File: config.mk
export PLATFORM = sky130hd
export DESIGN_NAME = arp_entry_cache_timer
export DESIGN_NICKNAME = d
export VERILOG_FILES = /design/src/arpc_pkg.sv /design/src/arpc_entry.sv /design/src/arp_entry_cache_timer.sv
export SDC_FILE = /design/constraint.sdc
export NUM_CORES = 1
export LEC_CHECK = 0
export BUFFER_PORTS_ARGS = -buffer_cell sky130_fd_sc_hd__clkbuf_2
export CORE_MARGIN = 2
export CORE_UTILIZATION = 45
export DETAILED_ROUTE_END_ITERATION = 10
export PLACE_DENSITY = 0.67
export SYNTH_ARGS = -nofsm -noshare
export SYNTH_HDL_FRONTEND = slang
export SYNTH_SLANG_ARGS = --single-unit
File: constraint.sdc
create_clock -name i_clk -period 17.3 [get_ports i_clk]
set_input_delay 1.73 -clock i_clk [delete_from_list [all_inputs] [get_ports i_clk]]
set_output_delay 1.73 -clock i_clk [all_outputs]
set_load 0.03 [all_outputs]
File: src/arpc_pkg.sv
`default_nettype none
package arpc_pkg;

    localparam int unsigned IP_W   = 32;
    localparam int unsigned MAC_W  = 48;
    localparam int unsigned TMR_W  = 8;
    localparam int unsigned RTY_W  = 4;
    localparam int unsigned CFG_W  = 8;
    localparam int unsigned CIDX_W = 2;

    localparam int unsigned IN_DATA_W  = 80;
    localparam int unsigned OUT_DATA_W = 88;

    typedef enum logic [1:0] {
        OP_TICK    = 2'd0,
        OP_UPDATE  = 2'd1,
        OP_RESOLVE = 2'd2,
        OP_NONE    = 2'd3
    } t_op;

    typedef enum logic [1:0] {
        MODE_FREE      = 2'd0,
        MODE_VALID     = 2'd1,
        MODE_RESOLVING = 2'd2
    } t_mode;

    localparam logic [CIDX_W-1:0] CFG_VALID_TIMEOUT   = 2'd0;
    localparam logic [CIDX_W-1:0] CFG_RESOLVE_TIMEOUT = 2'd1;
    localparam logic [CIDX_W-1:0] CFG_MAX_RETRIES     = 2'd2;

    localparam logic [TMR_W-1:0] VALID_TIMEOUT_RST   = 8'd10;
    localparam logic [TMR_W-1:0] RESOLVE_TIMEOUT_RST = 8'd5;
    localparam logic [RTY_W-1:0] MAX_RETRIES_RST     = 4'd3;

    typedef struct packed {
        logic [1:0]       entry_status;
        logic [IP_W-1:0]  request_ip;
        logic             send_request;
        logic [MAC_W-1:0] mac_out;
        logic             hit;
    } t_result;

endpackage
`default_nettype wire

File: src/arpc_entry.sv
`default_nettype none
module arpc_entry (
    input  wire logic                          i_clk,
    input  wire logic                          i_rst_n,
    input  wire logic                          i_cfg_we,
    input  wire logic [arpc_pkg::CIDX_W-1:0]   i_cfg_addr,
    input  wire logic [arpc_pkg::CFG_W-1:0]    i_cfg_data,
    input  wire logic                          i_en,
    input  wire logic [1:0]                    i_op,
    input  wire logic [arpc_pkg::IP_W-1:0]     i_ip,
    input  wire logic [arpc_pkg::MAC_W-1:0]    i_mac,
    output arpc_pkg::t_result                  o_res
);
    import arpc_pkg::*;

    logic [TMR_W-1:0] r_valid_timeout;
    logic [TMR_W-1:0] r_resolve_timeout;
    logic [RTY_W-1:0] r_max_retries;

    t_mode            r_mode,    n_mode;
    logic [IP_W-1:0]  r_ip,      n_ip;
    logic [MAC_W-1:0] r_mac,     n_mac;
    logic [TMR_W-1:0] r_time,    n_time;
    logic [RTY_W-1:0] r_retries, n_retries;

    logic expire;
    logic ip_match;

    assign expire   = (r_time <= TMR_W'(1));
    assign ip_match = (r_ip == i_ip);

    always_comb begin
        n_mode    = r_mode;
        n_ip      = r_ip;
        n_mac     = r_mac;
        n_time    = r_time;
        n_retries = r_retries;
        o_res     = '0;

        case (t_op'(i_op))
            OP_TICK: begin
                unique case (r_mode)
                    MODE_RESOLVING: begin
                        n_time = expire ? '0 : r_time - TMR_W'(1);
                        if (expire) begin
                            if (r_retries == '0) begin
                                n_mode = MODE_FREE;
                            end else begin
                                n_retries          = r_retries - RTY_W'(1);
                                n_time             = r_resolve_timeout;
                                o_res.send_request = 1'b1;
                                o_res.request_ip   = r_ip;
                            end
                        end
                    end
                    MODE_VALID: begin
                        n_time = expire ? '0 : r_time - TMR_W'(1);
                        if (expire) begin
                            // expired pair: ask again, keep the retry budget
                            n_mode             = MODE_RESOLVING;
                            n_time             = r_resolve_timeout;
                            o_res.send_request = 1'b1;
                            o_res.request_ip   = r_ip;
                        end
                    end
                    default: ;
                endcase
            end
            OP_UPDATE: begin
                n_ip      = i_ip;
                n_mac     = i_mac;
                n_mode    = MODE_VALID;
                n_time    = r_valid_timeout;
                n_retries = r_max_retries;
            end
            OP_RESOLVE: begin
                if (r_mode == MODE_VALID && ip_match) begin
                    o_res.hit     = 1'b1;
                    o_res.mac_out = r_mac;
                end else if (!(r_mode == MODE_RESOLVING && ip_match)) begin
                    // miss: take over the entry and start resolving
                    n_ip               = i_ip;
                    n_mode             = MODE_RESOLVING;
                    n_time             = r_resolve_timeout;
                    n_retries          = r_max_retries;
                    o_res.send_request = 1'b1;
                    o_res.request_ip   = i_ip;
                end
            end
            default: ;
        endcase

        o_res.entry_status = n_mode;
    end

    always_ff @(posedge i_clk) begin
        if (!i_rst_n) begin
            r_valid_timeout   <= VALID_TIMEOUT_RST;
            r_resolve_timeout <= RESOLVE_TIMEOUT_RST;
            r_max_retries     <= MAX_RETRIES_RST;
        end else if (i_cfg_we) begin
            unique case (i_cfg_addr)
                CFG_VALID_TIMEOUT:   r_valid_timeout   <= i_cfg_data;
                CFG_RESOLVE_TIMEOUT: r_resolve_timeout <= i_cfg_data;
                CFG_MAX_RETRIES:     r_max_retries     <= i_cfg_data[RTY_W-1:0];
                default: ;
            endcase
        end
    end

    always_ff @(posedge i_clk) begin
        if (!i_rst_n) begin
            r_mode    <= MODE_FREE;
            r_ip      <= '0;
            r_time    <= '0;
            r_retries <= '0;
        end else if (i_en) begin
            r_mode    <= n_mode;
            r_ip      <= n_ip;
            r_time    <= n_time;
            r_retries <= n_retries;
        end
    end

    always_ff @(posedge i_clk) begin
        if (i_en) begin
            r_mac <= n_mac;
        end
    end

endmodule
`default_nettype wire

File: src/arp_entry_cache_timer.sv
// An input transfer passes the input register, then the entry update logic and
// the result register, before its result shows on the master side.
// Throughput: one item per cycle while m_axis_tready does not stall the output.
// Reset (synchronous, active low): entry free, address and timers cleared,
// registers back to valid_timeout 10, resolve_timeout 5, max_retries 3.
`default_nettype none
module arp_entry_cache_timer (
    input  wire logic                              i_clk,
    input  wire logic                              i_rst_n,
    input  wire logic                              i_cfg_we,
    input  wire logic [arpc_pkg::CIDX_W-1:0]       i_cfg_addr,
    input  wire logic [arpc_pkg::CFG_W-1:0]        i_cfg_data,
    input  wire logic                              s_axis_tvalid,
    output      logic                              s_axis_tready,
    // ip_addr[31:0], hw_addr[79:32]
    input  wire logic [arpc_pkg::IN_DATA_W-1:0]    s_axis_tdata,
    // operation[1:0]
    input  wire logic [1:0]                        s_axis_tuser,
    output      logic                              m_axis_tvalid,
    input  wire logic                              m_axis_tready,
    // hit[0], mac_out[48:1], send_request[49], request_ip[81:50],
    // entry_status[83:82], zero[87:84]
    output      logic [arpc_pkg::OUT_DATA_W-1:0]   m_axis_tdata
);
    import arpc_pkg::*;

    logic             r_in_valid;
    logic [1:0]       r_in_op;
    logic [IP_W-1:0]  r_in_ip;
    logic [MAC_W-1:0] r_in_mac;
    logic             r_out_valid;
    t_result          r_out;
    t_result          res;
    logic             advance;

    assign advance       = r_in_valid && (!r_out_valid || m_axis_tready);
    assign s_axis_tready = !r_in_valid || advance;

    arpc_entry u_entry (
        .i_clk      (i_clk),
        .i_rst_n    (i_rst_n),
        .i_cfg_we   (i_cfg_we),
        .i_cfg_addr (i_cfg_addr),
        .i_cfg_data (i_cfg_data),
        .i_en       (advance),
        .i_op       (r_in_op),
        .i_ip       (r_in_ip),
        .i_mac      (r_in_mac),
        .o_res      (res)
    );

    always_ff @(posedge i_clk) begin
        if (!i_rst_n) begin
            r_in_valid  <= 1'b0;
            r_out_valid <= 1'b0;
        end else begin
            if (s_axis_tready) begin
                r_in_valid <= s_axis_tvalid;
            end
            if (advance) begin
                r_out_valid <= 1'b1;
            end else if (m_axis_tready) begin
                r_out_valid <= 1'b0;
            end
        end
    end

    always_ff @(posedge i_clk) begin
        if (s_axis_tready && s_axis_tvalid) begin
            r_in_op  <= s_axis_tuser;
            r_in_ip  <= s_axis_tdata[IP_W-1:0];
            r_in_mac <= s_axis_tdata[IP_W +: MAC_W];
        end
        if (advance) begin
            r_out <= res;
        end
    end

    assign m_axis_tvalid = r_out_valid;
    assign m_axis_tdata  = {{(OUT_DATA_W - $bits(t_result)){1'b0}}, r_out};

endmodule
`default_nettype wire

==> impl_metrics.toml, run 1 <==
[critical_path]
cp.required_ns = 15.57
reg2reg_depth = 6
end_kind = "primary output"
worstSetupPathType = "in2out"
path_max_fanout = 4
start_kind = "input pin"
cp.arrival_ns = 2.43

[floorplan]
start_util = 0.457
io_pins = 187
die_x_um = 158
die_height_um = 158
rows = 56
dieArea_sq_mm = 0.0251
core_area_sq_mm = 0.0235

[power]
p_leak_nw = 4.84
peakVddDrop_mv = 0.0817
swShare = 0.225
pwr-share-clk = 0.408
p_switching_mw = 0.336
combPwrFrac = 0.074
power_density_mw_per_mm2 = 116
p_int_mw = 1.16
p_seq_frac = 0.518

[cells_and_area]
multi_input_area_sq_mm = 0.00274
synthToLayoutAreaGrowth_pct = 20.4
nFillCells = 1987
nets = 1038
register_area_sq_mm = 0.00779
final_layout_size_suffix_gt1_frac = 0.265

[sta]
grt_setup_unrepaired = "false"
hold_viol = 0
finalMaxSlewViolations = 0
skew_ns = 0.0157
finalCriticalPeriod_ns = 4.16
maxSlewHeadroom = 0.238
setup_viol = 0
tightestPinTransition_ns = 1.14
layout_setup_ws_ns = 13.14
fmaxAchievable_mhz = 241
finalCritPeriodShare = 0.240
setup_tns_ns = 0

[placement]
detailed_place_hpwl_um = 13700
portBuffers = 182
place_congestion = 0.777
post-place-ws_ns = 13.00

[clock_network]
clk_latency_ns = 0.54
cts-root-buf = "clkbuf_16"
path_clk_slew_ns = 0.06
cts_hold_buf = 0
cts_buffer_depth = 3
post_cts_buffers = 0
post_cts_resized = 0
cts.sinks = 282
ctsHtreeMaxLevel = 1
numCtsBuffers = 29
cts_tree = "yes"

[logic_synthesis]
ys_types = 48
yosysSeqAreaShare = 0.725
synth_area_leader_cell = "edfxtp_1"
synth_ff_type = "edfxtp_1"
async_reset_ff_frac = 0
synth_area_leaders = "edfxtp_1 (60%), dfxtp_1 (13%), and2_1 (3.1%), mux2i_1 (2.8%), xnor2_1 (2.7%)"
synth_area_sq_mm = 0.0107
ys_ff_latch = 282
synth_top_area_frac = 0.599
synth-edff-count = 214
syn_avg_cell_area_sq_um = 14.3
synthCells = 751
yosys_warnings = 0

[routing]
wl_per_cell_um = 16.9
drtAntennaViolNets = 0
drc = 0
viasPerCell = 5.03
routed_wl_um = 21600
drtPass1Iterations = 5
drt_iter0_drc = 383
vias = 6410

[hold_path]
hold_path_depth = 0
worstHoldPathType = "reg2reg"

[global_routing]
grt_pass1_vias = 6060
grt_pass1_wl_um = 33100
grt.overflow.total = 0
grt_antenna_before_repair = 1
grt_max_degree = 83
globalRouteTotalUtil = 0.168

[status]
status = "finished clean"

[run]
drv_cap = 0
[flip-flops by register name, summed over array words and instances, names as in the netlist, 2 cells and up]
signal	count
u_entry.r_ip	32
u_entry.r_mode	2
u_entry.r_mac	48
u_entry.r_valid_timeout	8
u_entry.r_max_retries	4
r_in_mac	48
r_in_op	2
r_in_ip	32
u_entry.r_resolve_timeout	8
u_entry.r_retries	4
m_axis_tdata	84
u_entry.r_time	8
[critical path, cell delays in order]
cell and delay, ns:
clkbuf_2 0.08, nor2b_1 0.30, nand2_1 0.12, clkbuf_2 0.20
[cell families after synthesis]
kind of cell    Yosys count  share of synthesized area
xor+xnor                 36                     0.0294
other cells               1                   0.000349
mux                      30                     0.0280
buf+inv                  63                     0.0252
simple gates            191                     0.0968
flops                   282                      0.725
fa+ha+maj                 9                     0.0105
compound gates          139                     0.0845
[stage by stage]
step,std cells,hold WS (ns),util,power (mW),cell area [sq um]
6_report,1275,0.407,0.551,1.49,12900
2_1_floorplan,754,0.400,-,0.862,10700
3_5_place_dp,1220,0.405,0.510,0.900,12000
4_1_cts,1274,0.415,0.551,1.51,12900
3_3_place_gp,1220,0.401,0.510,0.898,12000
5_1_grt,1275,0.414,0.551,1.55,12900
[metal layers]
layer	vias up	GRT usage	routed length, um
met4	0	0.0515	621
met2	188	0.264	10200
met1	3047	0.240	9660
met5	-	0	0
li1	3137	-	-
met3	38	0.0294	1140
[synth_stat cells, drive strengths merged (27+ instances only)]
| library cell | instances |
|---|---|
| a21oi | 38 |
| nor2 | 27 |
| mux2i | 30 |
| a22o | 32 |
| xnor2 | 33 |
| nand2 | 28 |
| and2 | 53 |
| clkbuf | 33 |
| o21ai | 42 |
| dfxtp | 68 |
| edfxtp | 214 |
| nand3 | 40 |
[power groups by stage]
stage	sequential (mW)	combinational [mW]	clock (mW)
after floorplan	0.806	0.0565	0
after global placement	0.787	0.111	0
after detailed placement	0.788	0.112	0
after CTS	0.774	0.113	0.626
after global routing	0.776	0.122	0.650
final	0.774	0.111	0.609
[worst paths after layout]
| kind | startpoint | to | slack [ns] |
|---|---|---|---|
| max | m_axis_tready | s_axis_tready | 13.14 |
| min reg2reg | r_in_mac[3] | u_entry.r_mac[3] | 0.41 |
| min | r_in_mac[3] | u_entry.r_mac[3] | 0.41 |
| max reg2reg | r_in_ip[29] | m_axis_tdata[83] | 14.16 |
[final cells by class]
type,count,area share
antenna,1,0.000194
clock inverter,19,0.0144
tap,319,0.0309
sequential,282,0.602
clock buffer,35,0.0586
multi-input combinational,409,0.212
timing repair buffer,193,0.0768
inverter,17,0.00494
[layout by cell type (no fill, tap or decap), types with 9 or more instances in the layout]
| cell type | n |
|---|---|
| inv_1 | 17 |
| and2_1 | 51 |
| dfxtp_1 | 68 |
| xnor2_1 | 33 |
| nor2_1 | 27 |
| a22o_1 | 32 |
| edfxtp_1 | 214 |
| mux2i_1 | 30 |
| nand4_1 | 11 |
| a21oi_1 | 38 |
| clkbuf_16 | 29 |
| buf_4 | 11 |
| ha_1 | 9 |
| o21ai_0 | 41 |
| nand2_1 | 27 |
| clkbuf_2 | 182 |
| nand3_1 | 40 |
Note: power is estimated with default switching activity, not from simulation.
==> run 2, diff against run 1 <==
Clock period 17.3 ns to 4 ns, I/O delays scaled along.
==> run 2 against run 1 <==
  * Power rose to 4.5 times the previous value
  * Sequential cell count stayed put
  * Largest power group unchanged
  * Combinational power grew to 4.3 times the previous value
  * Global-route usage up 0.64 points
  * Via count up 2.5%
  * Critical path depth rose by 1
  * Register-to-register slack worse by 13 ns
  * Cell count up 0.31%
  * Worst hold slack lost 0.38 ns
  * Count of clock-buffer cells in the layout is 2 higher
  * Highest routed layer unchanged
==> impl_metrics.toml, run 2 (synthesis results as in run 1) <==
[floorplan]
die_height_um = 158
io_pins = 187
core_area_sq_mm = 0.0235
dieArea_sq_mm = 0.0251
die_x_um = 158
rows = 56
start_util = 0.457

[power]
combPwrFrac = 0.072
pwr-share-clk = 0.428
p_leak_nw = 4.89
peakVddDrop_mv = 0.278
p_switching_mw = 1.46
p_int_mw = 5.24
p_seq_frac = 0.500
power_density_mw_per_mm2 = 514
swShare = 0.218
power_mw = 6.70

[critical_path]
ff2ff_setup_slack_ns = 0.96
r2r-start = "u_entry.r_time[2]"
path_max_fanout = 13
cp.required_ns = 4.41
slowest_delay_ns = 0.89
worst-path-buf-inv = 1
worstSetupPathType = "reg2reg"
crit_chain = "or4_4 > nor4b_2 > nor4bb_4 > buf_4 > a22o_1"
path_delay_family = "simple AND/OR/NAND/NOR gates"
crit_start = "u_entry.r_time[2]"
slowest_stage = "nor4bb_4"
cp.arrival_ns = 3.44
start_kind = "register"
end_kind = "register"

[placement]
detailed_place_hpwl_um = 14400
place_area_sq_mm = 0.0120
place_congestion = 0.815
portBuffers = 182

[sta]
tightestPinTransition_ns = 1.13
grt_setup_unrepaired = "false"
setup_viol = 0
skew_ns = 0.0193
finalMaxSlewViolations = 0
finalCritPeriodShare = 0.759
finalCriticalPeriod_ns = 3.04
setup_tns_ns = 0
maxSlewHeadroom = 0.250
fmaxAchievable_mhz = 329
hold_viol = 0

[global_routing]
busiest_layer = "met2"
grt_antenna_before_repair = 0
globalRouteTotalUtil = 0.174
gr-usage-met2 = 0.285
use_met1 = 0.239
grt.overflow.total = 0
grt_max_degree = 52
gr-usage-met3 = 0.0294
grt_pass1_vias = 6325
grt_pass1_wl_um = 34200

[cells_and_area]
design_area_sq_mm = 0.0131
synthToLayoutAreaGrowth_pct = 21.5
final_cell_mix = "edfxtp_1 (214), clkbuf_2 (182), dfxtp_1 (68)"
final_layout_size_suffix_gt1_frac = 0.267
largest_reg_flops = 84
diodes = 0
final_common_cell = "edfxtp_1"
nets = 1042

[clock_network]
post_cts_buffers = 0
cts.sinks = 282
numCtsBuffers = 30
post_cts_resized = 0
path_clk_slew_ns = 0.06
cts_hold_buf = 0
cts_buffer_depth = 3
cts-root-buf = "clkbuf_16"
ctsHtreeMaxLevel = 1
cts_tree = "yes"
clk_latency_ns = 0.54

[status]
status = "finished clean"

[routing]
viasPerCell = 5.14
vias = 6571
wl_per_cell_um = 17.4
routed_wl_um = 22300
drt_iter0_drc = 379
drc = 0
drtPass1Iterations = 5
drtAntennaViolNets = 0

[hold_path]
hold_start = "s_axis_tdata[12]"
worstHoldPathType = "in2reg"

[run]
drv_cap = 0
[run 2: cell types whose count changed in the layout (fill, tap and decap cells not counted), sizes merged]
cell and change:
buf +3, bufinv +2, clkbuf +2, clkinv +1
diode -1, inv -3
[run 2: final timing paths]
kind,cells past startpoint,end
worst min register to register,0,u_entry.r_mac[3]
worst min-delay path,1,r_in_ip[12]
worst max register to register,5,m_axis_tdata[59]
worst max-delay path,5,m_axis_tdata[59]
[run 2: final cells by class]
type / count / area [sq um]
clock inverters: 19 / 218
inverters: 17 / 63.8
well taps: 319 / 399
fillers: 1926 / 10400
clock buffers: 37 / 828
multi-input cells: 409 / 2740
flip-flops and latches: 282 / 7790
repair buffers: 196 / 1020
[run 2: power by group through the flow]
stage / Sequential (mW) / Combinational (mW) / Clock, mW
3_3_place_gp: 3.41 / 0.480 / 0
5_1_grt: 3.36 / 0.527 / 3.04
3_5_place_dp: 3.41 / 0.484 / 0
4_1_cts: 3.35 / 0.486 / 2.93
6_report: 3.35 / 0.482 / 2.87
2_1_floorplan: 3.48 / 0.245 / 0
[run 2: metal layers]
layer,routed length (um),vias to the layer above
met5,0,-
met2,10700,196
met4,682,0
met3,1120,43
met1,9810,3183
li1,-,3149
[run 2: worst register-to-register path, cell delays in order (launching register included)]
cell and delay [ns]:
dfxtp_1 0.35, or4_4 0.59, nor4b_2 0.55, nor4bb_4 0.89, buf_4 0.35, a22o_1 0.17
[run 2: through the flow]
step,hold WS [ns],worst slack [ns],std cells,util
6_report,0.0275,0.963,1279,0.556
5_1_grt,0.00455,0.824,1279,0.556
4_1_cts,0.00419,1.01,1279,0.556
3_5_place_dp,0.405,1.02,1223,0.511
3_3_place_gp,0.401,1.08,1223,0.511
2_1_floorplan,0.400,0.327,754,-
==> run 3, diff against run 2 <==
Settings changed: PLACE_DENSITY 0.67 to 0.7.
Clock period 4 ns to 2.5 ns, I/O delays scaled along.
==> run 3 against run 2 <==
  * Sequential power grew 60%
  * Global-route usage rose by 0.59 points
  * Non-clock buffer count up 106
  * Worst hold slack better by 0.077 ns
  * Maximum frequency rose by 29%
  * Clock skew down 0.0054 ns
  * Count of clock-buffer cells in the layout increased by 2
  * Final area increased by 7.7%
  * Power increased by 55%
  * Setup slack worse by 0.82 ns
==> impl_metrics.toml, run 3 (synthesis results as in run 1) <==
[status]
status = "finished clean"

[routing]
drtAntennaViolNets = 0
viasPerCell = 5.02
wl_per_cell_um = 16.7
drtPass1Iterations = 4
drc = 0
drt_iter0_drc = 445
routed_wl_um = 23100
vias = 6936

[placement]
place_area_sq_mm = 0.0122
detailed_place_hpwl_um = 14300
place_congestion = 0.831
portBuffers = 182

[global_routing]
grt.overflow.total = 0
grt_max_degree = 81
grt_pass1_wl_um = 35600
grt_pass1_vias = 6756
grt_antenna_before_repair = 0
globalRouteTotalUtil = 0.180

[power]
peakVddDrop_mv = 0.464
p_leak_nw = 5.33
power_density_mw_per_mm2 = 740

[sta]
finalCriticalPeriod_ns = 2.36
finalCritPeriodShare = 0.945
whs_ns = 0.104
skew_ns = 0.0139
fmaxAchievable_mhz = 423
finalMaxSlewViolations = 0
tightestPinTransition_ns = 0.623
setup_viol = 0
maxSlewHeadroom = 0.583
hold_viol = 0

[clock_network]
cts-root-buf = "clkbuf_16"
numCtsBuffers = 29
cts_buffer_depth = 3
path_clk_slew_ns = 0.06
post_cts_buffers = 0
cts.sinks = 282
cts_tree = "yes"
clk_latency_ns = 0.55
ctsHtreeMaxLevel = 1

[floorplan]
die_height_um = 158
core_area_sq_mm = 0.0235
start_util = 0.457
rows = 56
dieArea_sq_mm = 0.0251
io_pins = 187
die_x_um = 158

[critical_path]
cp.required_ns = 2.94
r2r_end = "u_entry.r_retries[3]"
path_max_fanout = 7
crit_path_end = "u_entry.r_retries[3]"
end_kind = "register"
start_kind = "register"
r2r-start = "u_entry.r_time[2]"
ff2ff_setup_slack_ns = 0.14
crit_start = "u_entry.r_time[2]"
worstSetupPathType = "reg2reg"
reg2reg_depth = 6
cp.arrival_ns = 2.81

[cells_and_area]
final_common_cell = "edfxtp_1"
design_area_sq_mm = 0.0141
final_layout_size_suffix_gt1_frac = 0.252
synthToLayoutAreaGrowth_pct = 30.9
final_cell_mix = "edfxtp_1 (214), clkbuf_2 (182), dlygate4sd3_1 (92)"
nets = 1147
diodes = 0
largest_reg_flops = 84

[run]
drv_cap = 0

[hold_path]
worstHoldPathType = "in2reg"
hold_start = "i_rst_n"
## run 3: changes by cell type in the layout (fill, tap and decap cells not counted), sizes merged, moves of 3 or more
| cell | previous run | this run |
|---|---|---|
| dlygate4sd3 | 0 | 92 |
| buf | 14 | 28 |
| bufinv | 5 | 2 |
| clkinv | 12 | 9 |
## run 3: how the worst min path moves through the flow
stage	to	cells after the start	slack [ns]
after floorplan	r_in_ip[0]	0	0.35
after detailed placement	u_entry.r_mac[17]	0	0.40
after global routing	u_entry.r_max_retries[1]	3	0.10
after CTS	u_entry.r_max_retries[1]	3	0.08
final	u_entry.r_resolve_timeout[2]	3	0.10
after global placement	u_entry.r_mac[36]	0	0.40
## run 3: area by class of cell
cell class | count | area, sq um
Clock buffer | 39 | 783
Clock inverter | 13 | 125
Fill cell | 1841 | 9420
Inverter | 17 | 63.8
Multi-Input combinational cell | 409 | 2780
Sequential cell | 282 | 7790
Tap cell | 319 | 399
Timing Repair Buffer | 302 | 2110
## run 3: critical path: stages (launching register included)
cell and delay, ns:
dfxtp_1 0.35, or4_4 0.59, or4_4 0.57, o21ai_4 0.18, nand2_2 0.09, a211o_1 0.23, a32o_1 0.24
## run 3: report_power, final
group	switching, mW	leakage [nW]	internal [mW]
Sequential	0.102	2.57	5.25
Combinational	0.533	2.32	0.398
Clock	1.71	0.441	2.40
## run 3: layer usage
layer	up-vias	track usage	share of wire
met5	-	0	0
met3	39	0.0291	0.048
met2	195	0.300	0.49
met4	0	0.0592	0.025
met1	3345	0.244	0.44
li1	3357	-	-
## run 3: metrics by stage
stage	setup WS (ns)	setup TNS [ns]	utilization	power [mW]	instances
6_report	0.138	0	0.599	10.4	1381
3_5_place_dp	0.153	0	0.520	6.27	1237
4_1_cts	0.144	0	0.598	10.5	1381
5_1_grt	-0.00206	-0.00206	0.599	10.8	1381
2_1_floorplan	-0.623	-37.73	-	5.96	754
3_3_place_gp	0.176	0	0.520	6.25	1237
## run 3: what timing repair did
action	4_1_cts	5_1_grt
resized for setup	0	3
endpoints found under the hold margin	104	0
endpoints found under the setup margin	0	28
hold buffers	92	0
